==> config.mk <==
export PLATFORM = sky130hd
export DESIGN_NAME = motor_feedback_multiturn_tracker_core
export DESIGN_NICKNAME = d
export VERILOG_FILES = /design/src/hw/rtl/mftr_pkg.sv /design/src/hw/rtl/motor_feedback_multiturn_tracker_core.sv /design/src/hw/rtl/mftr_fifo.sv /design/src/hw/rtl/mftr_front.sv /design/src/hw/rtl/mftr_back.sv
export SDC_FILE = /design/constraint.sdc
export NUM_CORES = 1
export LEC_CHECK = 0
export ABC_AREA = 1
export BUFFER_PORTS_ARGS = -buffer_cell sky130_fd_sc_hd__buf_4
export CORE_AREA = 4 4 254 256
export DETAILED_ROUTE_END_ITERATION = 7
export DIE_AREA = 0 0 258 260
export GPL_ROUTABILITY_DRIVEN = 1
export PLACE_DENSITY_LB_ADDON = 0.05
export SETUP_SLACK_MARGIN = 0.2
export SKIP_LAST_GASP = 1
export SYNTH_ARGS = -nofsm -noshare
export SYNTH_HDL_FRONTEND = slang
export SYNTH_HIERARCHICAL = 1
export SYNTH_SLANG_ARGS = --single-unit
==> constraint.sdc <==
create_clock -name clk -period 6.4 [get_ports clk]
set_clock_uncertainty 0.1 [all_clocks]
set_input_delay 1.28 -clock clk [delete_from_list [all_inputs] [get_ports clk]]
set_output_delay 1.28 -clock clk [all_outputs]
set_load 0.01 [all_outputs]
==> src/hw/rtl/mftr_pkg.sv <==
`timescale 1ns / 1ps

package mftr_pkg;

  // Field widths
  localparam int ID_W    = 11;
  localparam int ENC_W   = 16;
  localparam int SPD_W   = 16;
  localparam int CUR_W   = 16;
  localparam int TEMP_W  = 8;
  localparam int SLOT_W  = 3;
  localparam int TURN_W  = 21;
  localparam int ANGLE_W = 35;

  // Identifier register file
  localparam int NUM_ID_REGS  = 6;
  localparam int CFG_IDX_W    = 3;
  localparam int ID_RESET_BASE = 513;

  localparam logic [CFG_IDX_W-1:0] CFG_FRONT_LEFT_ID  = 3'd0;
  localparam logic [CFG_IDX_W-1:0] CFG_REAR_LEFT_ID   = 3'd1;
  localparam logic [CFG_IDX_W-1:0] CFG_FRONT_RIGHT_ID = 3'd2;
  localparam logic [CFG_IDX_W-1:0] CFG_REAR_RIGHT_ID  = 3'd3;
  localparam logic [CFG_IDX_W-1:0] CFG_FEEDER_ID      = 3'd4;
  localparam logic [CFG_IDX_W-1:0] CFG_TURRET_ID      = 3'd5;

  // Multiturn tracking
  localparam int NUM_MOTORS_DEF = 6;
  localparam int JUMP_LIMIT     = 4096;
  localparam int TICK_SHIFT     = 13;   // 8192 ticks per turn
  localparam logic signed [TURN_W-1:0] TURN_MAX = 21'sh0FFFFF;
  localparam logic signed [TURN_W-1:0] TURN_MIN = 21'sh100000;

  // Queue depths
  localparam int MID_DEPTH = 2;
  localparam int OUT_DEPTH = 2;

  // Classified frame, front to back
  typedef struct packed {
    logic        [SLOT_W-1:0] slot;
    logic        [ENC_W-1:0]  enc;
    logic signed [SPD_W-1:0]  speed;
    logic signed [CUR_W-1:0]  current;
    logic        [TEMP_W-1:0] temp;
  } cls_item_t;

  // Finished result
  typedef struct packed {
    logic        [SLOT_W-1:0]  slot;
    logic        [ENC_W-1:0]   enc;
    logic signed [SPD_W-1:0]   speed;
    logic signed [CUR_W-1:0]   current;
    logic        [TEMP_W-1:0]  temp;
    logic signed [TURN_W-1:0]  turns;
    logic signed [ANGLE_W-1:0] angle;
  } res_item_t;

  // Queue handshake toward a consumer
  typedef struct packed {
    logic push;
    logic full;
  } q_wr_t;

endpackage

==> src/hw/rtl/motor_feedback_multiturn_tracker_core.sv <==
`timescale 1ns / 1ps

// Multiturn tracker for motor feedback frames.
// Input channel: drive the frame fields and raise push; a frame is taken on
// a clock edge where push is high and full is low. Only first-bus frames
// whose identifier matches a slot register produce a result; others are
// taken and dropped. Result channel: while empty is low the oldest result
// sits on the out_ ports; raise pop to take it.
// Config: cfg_we with cfg_index/cfg_wdata writes a slot identifier register
// at once; write only while no frames are in flight.
// A frame passes the front match into a two-entry queue, then the back
// read-modify-write of the slot record into a two-entry result queue.
// Throughput: one frame per cycle while the result queue is not full, set
// by the read-modify-write of the per-slot encoder and turn registers.
// Reset: identifiers return to 513..518, stored encoders and turn counts to
// zero, both queues empty. When pop stays low, results collect in the queues
// and full rises after four matching frames; nothing is lost.
module motor_feedback_multiturn_tracker_core #(
  parameter int NUM_MOTORS = mftr_pkg::NUM_MOTORS_DEF
) (
  input  logic                                   clk,
  input  logic                                   rst_n,
  // configuration
  input  logic                                   cfg_we,
  input  logic [mftr_pkg::CFG_IDX_W-1:0]         cfg_index,
  input  logic [mftr_pkg::ID_W-1:0]              cfg_wdata,
  // input queue side
  input  logic                                   push,
  output logic                                   full,
  input  logic                                   in_bus_select,
  input  logic [mftr_pkg::ID_W-1:0]              in_frame_id,
  input  logic [mftr_pkg::ENC_W-1:0]             in_encoder_in,
  input  logic signed [mftr_pkg::SPD_W-1:0]      in_speed_in,
  input  logic signed [mftr_pkg::CUR_W-1:0]      in_current_in,
  input  logic [mftr_pkg::TEMP_W-1:0]            in_temp_in,
  // result queue side
  output logic                                   empty,
  input  logic                                   pop,
  output logic [mftr_pkg::SLOT_W-1:0]            out_motor_slot,
  output logic [mftr_pkg::ENC_W-1:0]             out_encoder_out,
  output logic signed [mftr_pkg::SPD_W-1:0]      out_speed_out,
  output logic signed [mftr_pkg::CUR_W-1:0]      out_current_out,
  output logic [mftr_pkg::TEMP_W-1:0]            out_temp_out,
  output logic signed [mftr_pkg::TURN_W-1:0]     out_turn_count,
  output logic signed [mftr_pkg::ANGLE_W-1:0]    out_abs_position
);

  mftr_pkg::q_wr_t     mid_wr;
  mftr_pkg::cls_item_t mid_in, mid_out;
  logic                mid_full, mid_empty, mid_pop;
  mftr_pkg::q_wr_t     res_wr;
  mftr_pkg::res_item_t res_in, res_out;
  logic                res_full;

  // Classify incoming frames
  mftr_front #(.NUM_MOTORS(NUM_MOTORS)) u_front (
    .clk           (clk),
    .rst_n         (rst_n),
    .cfg_we        (cfg_we),
    .cfg_index     (cfg_index),
    .cfg_wdata     (cfg_wdata),
    .in_push       (push),
    .in_bus_select (in_bus_select),
    .in_frame_id   (in_frame_id),
    .in_encoder_in (in_encoder_in),
    .in_speed_in   (in_speed_in),
    .in_current_in (in_current_in),
    .in_temp_in    (in_temp_in),
    .mid_wr        (mid_wr),
    .mid_full      (mid_full),
    .mid_item      (mid_in)
  );

  assign full = mid_wr.full;

  // Decouple classify from update
  mftr_fifo #(.WIDTH($bits(mftr_pkg::cls_item_t)), .DEPTH(mftr_pkg::MID_DEPTH)) u_mid_q (
    .clk   (clk),
    .rst_n (rst_n),
    .push  (mid_wr.push),
    .wdata (mid_in),
    .full  (mid_full),
    .pop   (mid_pop),
    .rdata (mid_out),
    .empty (mid_empty)
  );

  // Track turns per slot
  mftr_back #(.NUM_MOTORS(NUM_MOTORS)) u_back (
    .clk       (clk),
    .rst_n     (rst_n),
    .mid_empty (mid_empty),
    .mid_item  (mid_out),
    .mid_pop   (mid_pop),
    .res_wr    (res_wr),
    .res_full  (res_full),
    .res_item  (res_in)
  );

  // Hold finished results for the receiver
  mftr_fifo #(.WIDTH($bits(mftr_pkg::res_item_t)), .DEPTH(mftr_pkg::OUT_DEPTH)) u_res_q (
    .clk   (clk),
    .rst_n (rst_n),
    .push  (res_wr.push),
    .wdata (res_in),
    .full  (res_full),
    .pop   (pop),
    .rdata (res_out),
    .empty (empty)
  );

  assign out_motor_slot   = res_out.slot;
  assign out_encoder_out  = res_out.enc;
  assign out_speed_out    = res_out.speed;
  assign out_current_out  = res_out.current;
  assign out_temp_out     = res_out.temp;
  assign out_turn_count   = res_out.turns;
  assign out_abs_position = res_out.angle;

  // Queues come out of reset empty
  a_reset_empty: assert property (@(posedge clk) !rst_n |=> (empty && !full))
    else $error("result queue not empty after reset");

  // Only configured slots appear
  a_slot_range: assert property (@(posedge clk) disable iff (!rst_n)
    !empty |-> (32'(out_motor_slot) < NUM_MOTORS) && (out_motor_slot < 3'd6))
    else $error("result slot out of range");

  // Position agrees with turn count and encoder
  a_angle: assert property (@(posedge clk) disable iff (!rst_n)
    !empty |-> (out_abs_position ==
      $signed({out_turn_count[mftr_pkg::TURN_W-1], out_turn_count,
               {mftr_pkg::TICK_SHIFT{1'b0}}})
      + $signed({{(mftr_pkg::ANGLE_W - mftr_pkg::ENC_W){1'b0}}, out_encoder_out})))
    else $error("absolute position mismatch");

  // The back never writes into a full result queue
  a_no_overrun: assert property (@(posedge clk) disable iff (!rst_n)
    res_wr.push |-> !res_wr.full)
    else $error("result queue overrun");

  // A waiting result holds until it is taken
  a_hold_stable: assert property (@(posedge clk) disable iff (!rst_n)
    (!empty && !pop) |=> (!empty && $stable(res_out)))
    else $error("waiting result changed");

endmodule

==> src/hw/rtl/mftr_fifo.sv <==
`timescale 1ns / 1ps

module mftr_fifo #(
  parameter int WIDTH = 8,
  parameter int DEPTH = 2
) (
  input  logic             clk,
  input  logic             rst_n,
  input  logic             push,
  input  logic [WIDTH-1:0] wdata,
  output logic             full,
  input  logic             pop,
  output logic [WIDTH-1:0] rdata,
  output logic             empty
);

  localparam int PTR_W = (DEPTH > 1) ? $clog2(DEPTH) : 1;
  localparam int CNT_W = $clog2(DEPTH + 1);

  logic [WIDTH-1:0] mem_r [DEPTH];
  logic [PTR_W-1:0] wr_ptr_r, wr_ptr_nxt;
  logic [PTR_W-1:0] rd_ptr_r, rd_ptr_nxt;
  logic [CNT_W-1:0] cnt_r, cnt_nxt;
  logic             do_push;
  logic             do_pop;

  assign full    = (cnt_r == CNT_W'(DEPTH));
  assign empty   = (cnt_r == '0);
  assign do_push = push && !full;
  assign do_pop  = pop && !empty;
  assign rdata   = mem_r[rd_ptr_r];

  // Advance pointers with wrap at the depth
  always_comb begin
    wr_ptr_nxt = wr_ptr_r;
    rd_ptr_nxt = rd_ptr_r;
    cnt_nxt    = cnt_r;
    if (do_push) begin
      wr_ptr_nxt = (wr_ptr_r == PTR_W'(DEPTH - 1)) ? '0 : wr_ptr_r + 1'b1;
    end
    if (do_pop) begin
      rd_ptr_nxt = (rd_ptr_r == PTR_W'(DEPTH - 1)) ? '0 : rd_ptr_r + 1'b1;
    end
    if (do_push && !do_pop) begin
      cnt_nxt = cnt_r + 1'b1;
    end else if (do_pop && !do_push) begin
      cnt_nxt = cnt_r - 1'b1;
    end
  end

  always_ff @(posedge clk) begin
    if (!rst_n) begin
      wr_ptr_r <= '0;
      rd_ptr_r <= '0;
      cnt_r    <= '0;
    end else begin
      wr_ptr_r <= wr_ptr_nxt;
      rd_ptr_r <= rd_ptr_nxt;
      cnt_r    <= cnt_nxt;
    end
  end

  // Store the pushed item
  always_ff @(posedge clk) begin
    if (do_push) begin
      mem_r[wr_ptr_r] <= wdata;
    end
  end

endmodule

==> src/hw/rtl/mftr_front.sv <==
`timescale 1ns / 1ps

module mftr_front #(
  parameter int NUM_MOTORS = mftr_pkg::NUM_MOTORS_DEF
) (
  input  logic                                  clk,
  input  logic                                  rst_n,
  // identifier registers
  input  logic                                  cfg_we,
  input  logic [mftr_pkg::CFG_IDX_W-1:0]        cfg_index,
  input  logic [mftr_pkg::ID_W-1:0]             cfg_wdata,
  // incoming frame
  input  logic                                  in_push,
  input  logic                                  in_bus_select,
  input  logic [mftr_pkg::ID_W-1:0]             in_frame_id,
  input  logic [mftr_pkg::ENC_W-1:0]            in_encoder_in,
  input  logic signed [mftr_pkg::SPD_W-1:0]     in_speed_in,
  input  logic signed [mftr_pkg::CUR_W-1:0]     in_current_in,
  input  logic [mftr_pkg::TEMP_W-1:0]           in_temp_in,
  // toward the middle queue
  output mftr_pkg::q_wr_t                       mid_wr,
  input  logic                                  mid_full,
  output mftr_pkg::cls_item_t                   mid_item
);

  localparam int MATCH_N = (NUM_MOTORS < mftr_pkg::NUM_ID_REGS) ?
                           NUM_MOTORS : mftr_pkg::NUM_ID_REGS;

  logic [mftr_pkg::ID_W-1:0]   id_r [mftr_pkg::NUM_ID_REGS];
  logic                        hit;
  logic [mftr_pkg::SLOT_W-1:0] hit_slot;

  // Write identifier registers; unknown indexes are dropped
  always_ff @(posedge clk) begin
    if (!rst_n) begin
      for (int i = 0; i < mftr_pkg::NUM_ID_REGS; i++) begin
        id_r[i] <= mftr_pkg::ID_W'(mftr_pkg::ID_RESET_BASE + i);
      end
    end else if (cfg_we) begin
      unique case (cfg_index)
        mftr_pkg::CFG_FRONT_LEFT_ID:  id_r[0] <= cfg_wdata;
        mftr_pkg::CFG_REAR_LEFT_ID:   id_r[1] <= cfg_wdata;
        mftr_pkg::CFG_FRONT_RIGHT_ID: id_r[2] <= cfg_wdata;
        mftr_pkg::CFG_REAR_RIGHT_ID:  id_r[3] <= cfg_wdata;
        mftr_pkg::CFG_FEEDER_ID:      id_r[4] <= cfg_wdata;
        mftr_pkg::CFG_TURRET_ID:      id_r[5] <= cfg_wdata;
        default: ;
      endcase
    end
  end

  // Match the identifier; scan downward so the lowest slot wins
  always_comb begin
    hit      = 1'b0;
    hit_slot = '0;
    for (int i = MATCH_N - 1; i >= 0; i--) begin
      if (id_r[i] == in_frame_id) begin
        hit      = 1'b1;
        hit_slot = mftr_pkg::SLOT_W'(i);
      end
    end
  end

  // Pass only first-bus frames that hit a slot; others are dropped on accept
  assign mid_wr.push = in_push && !mid_full && !in_bus_select && hit;
  assign mid_wr.full = mid_full;

  assign mid_item.slot    = hit_slot;
  assign mid_item.enc     = in_encoder_in;
  assign mid_item.speed   = in_speed_in;
  assign mid_item.current = in_current_in;
  assign mid_item.temp    = in_temp_in;

endmodule

==> src/hw/rtl/mftr_back.sv <==
`timescale 1ns / 1ps

module mftr_back #(
  parameter int NUM_MOTORS = mftr_pkg::NUM_MOTORS_DEF
) (
  input  logic                 clk,
  input  logic                 rst_n,
  // from the middle queue
  input  logic                 mid_empty,
  input  mftr_pkg::cls_item_t  mid_item,
  output logic                 mid_pop,
  // toward the result queue
  output mftr_pkg::q_wr_t      res_wr,
  input  logic                 res_full,
  output mftr_pkg::res_item_t  res_item
);

  localparam int SIDX_W = (NUM_MOTORS > 1) ? $clog2(NUM_MOTORS) : 1;
  localparam int DIFF_W = mftr_pkg::ENC_W + 1;

  logic        [mftr_pkg::ENC_W-1:0]  enc_r  [NUM_MOTORS];
  logic signed [mftr_pkg::TURN_W-1:0] turn_r [NUM_MOTORS];

  logic        [SIDX_W-1:0]           sidx;
  logic        [mftr_pkg::ENC_W-1:0]  last_enc;
  logic signed [mftr_pkg::TURN_W-1:0] turn_cur;
  logic signed [mftr_pkg::TURN_W-1:0] turn_nxt;
  logic signed [DIFF_W-1:0]           diff;
  logic                               step;

  assign step     = !mid_empty && !res_full;
  assign mid_pop  = step;
  assign sidx     = mid_item.slot[SIDX_W-1:0];
  assign last_enc = enc_r[sidx];
  assign turn_cur = turn_r[sidx];
  assign diff     = $signed({1'b0, mid_item.enc}) - $signed({1'b0, last_enc});

  // Count a turn on a large jump, hold at the range bounds
  always_comb begin
    turn_nxt = turn_cur;
    if (diff > $signed(DIFF_W'(mftr_pkg::JUMP_LIMIT))) begin
      if (turn_cur != mftr_pkg::TURN_MIN) begin
        turn_nxt = turn_cur - $signed(mftr_pkg::TURN_W'(1));
      end
    end else if (diff < -$signed(DIFF_W'(mftr_pkg::JUMP_LIMIT))) begin
      if (turn_cur != mftr_pkg::TURN_MAX) begin
        turn_nxt = turn_cur + $signed(mftr_pkg::TURN_W'(1));
      end
    end
  end

  // Update the slot record
  always_ff @(posedge clk) begin
    if (!rst_n) begin
      for (int i = 0; i < NUM_MOTORS; i++) begin
        enc_r[i]  <= '0;
        turn_r[i] <= '0;
      end
    end else if (step) begin
      enc_r[sidx]  <= mid_item.enc;
      turn_r[sidx] <= turn_nxt;
    end
  end

  // Build the result: turns * 8192 + encoder
  assign res_wr.push = step;
  assign res_wr.full = res_full;

  assign res_item.slot    = mid_item.slot;
  assign res_item.enc     = mid_item.enc;
  assign res_item.speed   = mid_item.speed;
  assign res_item.current = mid_item.current;
  assign res_item.temp    = mid_item.temp;
  assign res_item.turns   = turn_nxt;
  assign res_item.angle   = $signed({turn_nxt[mftr_pkg::TURN_W-1], turn_nxt,
                                      {mftr_pkg::TICK_SHIFT{1'b0}}})
                          + $signed({{(mftr_pkg::ANGLE_W - mftr_pkg::ENC_W){1'b0}},
                                      mid_item.enc});

endmodule
# Word level (Yosys, flattened, before mapping)
# Memories as Yosys holds them, arrays and structs flattened. A register that Yosys moved wholly into a read port is not among the register bits.
# Cells that the tools add are included.
[word_totals]
ff_bits = 8
ram_bits = 636
inputBits = 87
output_inout_bits = 117
elab_cells = 146
memories = 5
[classes]
add_sub_neg = 12
n_lt_le_gt_ge = 2
n_eq_ne = 15
mux = 72
n_bitwise = 6
n_reduce_logical = 28
[mem_list]
columns = ["name", "depth", "width", "read_ports", "rd_clocked_by_memory_dff", "write_ports", "line_no", "rtl"]
rows = [
  ["u_res_q.mem_r", 2, 115, 1, 1, 1, "mftr_fifo.sv:20", "logic [WIDTH-1:0] mem_r [DEPTH];"],
  ["u_back.turn_r", 6, 21, 1, 0, 6, "mftr_back.sv:22", "logic signed [mftr_pkg::TURN_W-1:0] turn_r [NUM_MOTORS];"],
  ["u_mid_q.mem_r", 2, 59, 1, 1, 1, "mftr_fifo.sv:20", ""],
  ["u_back.enc_r", 6, 16, 1, 0, 6, "mftr_back.sv:21", "logic [mftr_pkg::ENC_W-1:0] enc_r [NUM_MOTORS];"],
  ["u_front.id_r", 6, 11, 6, 0, 6, "mftr_front.sv:29", "logic [mftr_pkg::ID_W-1:0] id_r [mftr_pkg::NUM_ID_REGS];"],
]
[ops]
columns = ["cell", "count"]
rows = [
  ["$mux 21", 5],
  ["$eq 11x11->1", 6],
  ["$mux 11", 6],
  ["$mux 1", 48],
  ["$ne 21x21->1 const B", 2],
  ["$add 34x17->35", 1],
  ["$mux 3", 8],
  ["$add 21x2->21 const B", 1],
  ["$reduce_or 21->1", 1],
  ["$sub 21x2->21 const B", 1],
  ["$gt 17x14->1 const B", 1],
  ["$lt 17x13->1 const B", 1],
  ["$sub 16x16->17", 1],
  ["$mux 16", 1],
  ["$reduce_or 16->1", 1],
  ["$logic_and 1x1->1", 12],
  ["$logic_not 1->1", 9],
  ["$mux 2", 4],
  ["$eq 3x2->1 const B", 2],
  ["$eq 3x3->1 const B", 2],
  ["$or 1x1->1", 6],
  ["$add 1x1->1 const B", 4],
  ["$add 2x1->2 const B", 2],
  ["$eq 2x2->1 const B", 2],
  ["5 further kinds", 8],
]

# Logic depth before layout (Yosys ltp)
[depth]
word_depth = 13
mapped_depth = 45
ltp_nobuf = 38

# Modules after synthesis
# Netlist, hierarchy kept.
[modules_own_cells]
columns = ["module", "n_inst", "cells_per_inst", "area_each_um2", "seq_area_each_um2"]
rows = [
  ["mftr_back", 1, 2116, 17334.1, 8888.5],
  ["mftr_fifo (u_res_q)", 1, 396, 8739.6, 7006.7],
  ["mftr_fifo (u_mid_q)", 1, 222, 4544.4, 3643.5],
  ["mftr_front", 1, 409, 3943.8, 1981.9],
]

# Worst setup path after synthesis
# OpenSTA, ideal clock, no wires.
[synth_timing]
kind = "register to register"
from = "reg u_mid_q.cnt_r[0]"
to = "mem u_res_q/mem_r[0][0] (netlist bit) (enable)"
setup_ns = 0.591
arrival_ns = 5.664
t_required_ns = 5.709
slack_ns = 0.045
stages_incl_launch_ff = 6
n_path_buf = 1
period_less_slack_ns = 6.355
cell_sequence = "dfxtp_1 nor2_1 nor2_1 buf_4 o21ai_0 nor2_1"
[synth_between]
elab_chain_cells = 6
[synth_lines]
columns = ["item", "line_no", "rtl"]
rows = [
  ["from (decl)", "mftr_fifo.sv:23", "logic [CNT_W-1:0] cnt_r, cnt_nxt;"],
  ["from (signal assigned)", "mftr_fifo.sv:59", "cnt_r <= cnt_nxt;"],
  ["$logic_not 2->1", "mftr_fifo.sv:28", "assign empty = (cnt_r == '0);"],
  ["net mid_empty", "motor_feedback_multiturn_tracker_core.sv:50", "logic mid_full, mid_empty, mid_pop;"],
  ["$logic_not 1->1", "mftr_back.sv:31", "assign step = !mid_empty && !res_full;"],
  ["$logic_and 1x1->1", "mftr_back.sv:31", ""],
  ["net mid_pop", "motor_feedback_multiturn_tracker_core.sv:50", ""],
  ["$logic_and 1x1->1", "mftr_fifo.sv:29", "assign do_push = push && !full;"],
  ["$mux 1", "mftr_fifo.sv:65", "if (do_push) begin"],
  ["$mux 1 (implied by the code)", "mftr_fifo.sv:66", "mem_r[wr_ptr_r] <= wdata;"],
  ["to (decl)", "mftr_fifo.sv:20", ""],
]
# The timed path passes the listed nets, and every way through them passes these cells.

==> flow_metrics.tcl <==
set metrics [dict create \
    outcome "finished clean" \
    multi_input_comb_area_um2 10170 \
    share_of_post_route_cells_with_drive_strength_above_1_pct 19.32 \
    dp_slack_ns 0.4992 \
    final.period_utilization_pct 88.61 \
    drt_first_pass_iters 5 \
    rr_worst_depth 35 \
    timing.fmax_mhz 176.3 \
    num_vias 22340 \
    global_route.usage.total_pct 24.74 \
    critPathArrivalTime_ns 5.92 \
    critical-path-top-cell-by-count "sky130_fd_sc_hd__nand2_1" \
    critical_setup_path_class "reg2reg" \
    final-hold-violation-count 0 \
    grt_overflow 0 \
    rows 92 \
    avgViaCountPerCell 5.419 \
    internal_reg_to_reg_setup_slack_ns 0.73 \
    synth.yosys.warnings 6 \
    layout_setup_ws_ns 0.7288 \
    synthCells 3142 \
    antennaDiodeCount 0 \
    crit_required_ns 6.65 \
    r2r-start "u_mid_q/mem_r[0][56]" \
    place_hpwl_um 54630 \
    critical_path.startpoint_type "register" \
    period_needed_ns 5.671 \
    grt_pass1_wl_um 128100 \
    worstHoldPathCells 2 \
    drv_slew 0 \
    h-tree-depth 3 \
    timing.slew.headroom_pct 15.26 \
    first_global_vias 21790 \
    leakage_nw 14.90 \
    die_w_um 258 \
    maxCapViolCount 0 \
    worst_r2r_endpoint "u_res_q/mem_r[0][32]" \
    holdCritPathClass "reg2reg" \
    finalCoreUtilization_pct 61.25 \
    flow.area_growth_from_synthesis_pct 10.79 \
    route.final.wire_length_um 84580 \
    core_um2 62500 \
    floorplan.die.height_um 260 \
    detailed_route_wire_length_per_cell_um 20.52 \
    drt_iter0_markers 2065 \
    cts_tree "done" \
    syn_nets 3256 \
    ff_latch_area_um2 21530 \
    syn_area_um2 34550 \
    whs_ns 0.4082 \
    path_clk_slew_ns 0.06 \
    timing.final.setup_violations 0 \
    finalSetupTns_ns 0 \
    fin_total_pwr_w 0.01022 \
    critPathMaxStageDelay_ns 0.46 \
    crit_path_max_fanout 10 \
    max_ir_drop_vdd_uv 217.2 \
    syn_area_per_cell_um2 11.00 \
    timing.critical_path.slowest_stage_cell "sky130_fd_sc_hd__edfxtp_1" \
    antenna_left 0 \
    num-fill-cells 5052 \
    min-delay-start "u_res_q/rd_ptr_r" \
    clk-insertion-delay-late_ns 0.62 \
    post-route-drc-count 0 \
    worst-slew-pin-transition_ns 1.268 \
    cellPowerDensity_nw_per_um2 266.9 \
    crit_path_end_kind "register" \
    antenna_found_initial 1 \
    io_pins 204 \
    port_bufs 203 \
    cts_num_sinks 720 \
    unrepaired_setup_endpoints_after_global_routing "no" \
    initial_core_util_pct 55.28 \
    nNetsFinal 3334 \
    numCtsBuffers 75 \
    die_outline_area_um2 67080 \
    max-clock-path-buffers 3 \
    gp_congestion 0.9044 \
    grt_max_degree 116 \
    cts_root_buffer "sky130_fd_sc_hd__clkbuf_16" \
]
==> power breakdown <==
| part | leakage, nW | switching (W) | internal [W] | total [W] |
|---|---|---|---|---|
| Combinational | 6.81 | 0.000455 | 0.000315 | 0.000769 |
| Sequential | 6.95 | 0.0000335 | 0.00524 | 0.00528 |
| Clock | 1.14 | 0.00178 | 0.00239 | 0.00417 |
==> critical path, delay by kind of cell (launching register included) <==
kind | cells | cell delay [ns]
AND/OR/NAND/NOR | 16 | 1.40
AO/OA/AOI/OAI | 8 | 1.45
flip-flops | 1 | 0.46
multiplexers | 1 | 0.41
adder cells (fa/ha/maj) | 2 | 0.63
XOR/XNOR | 1 | 0.32
buffers and inverters | 7 | 0.64
==> area by class of cell <==
type,instances,area share (%)
inverters,327,3.259
clock inverters,33,0.8400
clock buffers,100,5.278
multi-input cells,1847,26.56
repair buffers,249,5.063
well taps,846,2.765
flip-flops and latches,720,56.24
==> worst max path at each step <==
stage	cells after the start	endpoint	startpoint
2_1_floorplan	5	u_res_q/mem_r[0][0]	u_mid_q/cnt_r[0]
3_3_place_gp	35	u_res_q/mem_r[0][32]	register
3_5_place_dp	33	u_res_q/mem_r[1][34]	register
4_1_cts	33	u_res_q/mem_r[1][34]	register
5_1_grt	35	u_res_q/mem_r[1][34]	u_mid_q/mem_r[0][56]
6_report	35	u_res_q/mem_r[0][32]	u_mid_q/mem_r[0][56]
==> registers in the layout, summed over array words and instances (netlist names), named ones only <==
register / cells
u_res_q/mem_r: 230
u_back/turn_r: 168
u_back/enc_r: 128
u_mid_q/mem_r: 118
u_front/id_r: 66
u_mid_q/cnt_r: 2
u_res_q/cnt_r: 2
u_mid_q/rd_ptr_r: 1
u_mid_q/wr_ptr_r: 1
u_res_q/rd_ptr_r: 1
u_res_q/wr_ptr_r: 1
==> per-layer routing <==
metal / up-vias / share of wire [%] / track usage [%]
li1: 10510 / - / -
met1: 10880 / 45 / 36.33
met2: 855 / 46 / 39.16
met3: 96 / 7.7 / 4.002
met4: 2 / 1.7 / 5.938
met5: - / 0.0095 / 0
==> cell usage in the layout (no fill, tap or decap), types with 24 or more instances in the layout <==
master and n:
sky130_fd_sc_hd__edfxtp_1 710, sky130_fd_sc_hd__nand2_1 623, sky130_fd_sc_hd__nor2_1 489, sky130_fd_sc_hd__inv_1 302
sky130_fd_sc_hd__buf_4 241, sky130_fd_sc_hd__nand3_1 153, sky130_fd_sc_hd__mux2_2 114, sky130_fd_sc_hd__o21ai_0 93
sky130_fd_sc_hd__clkbuf_16 75, sky130_fd_sc_hd__mux2_4 62, sky130_fd_sc_hd__xnor2_1 45, sky130_fd_sc_hd__xor2_1 41
sky130_fd_sc_hd__nand2_2 28, sky130_fd_sc_hd__o21ai_1 26, sky130_fd_sc_hd__ha_1 24
==> per-stage QoR <==
stage	cells	instance area, µm²
6_report	4122	38280
3_3_place_gp	3984	35810
2_1_floorplan	3142	34550
4_1_cts	4117	38150
5_1_grt	4122	38280
3_5_place_dp	3984	35810
==> repair_timing <==
item / 4_1_cts / 5_1_grt
setup endpoints to repair: 0 / 34
hold buffers: 0 / 0
gates resized for setup: 0 / 24
setup buffers: 0 / 3
Note: power is estimated with default switching activity, not from simulation.
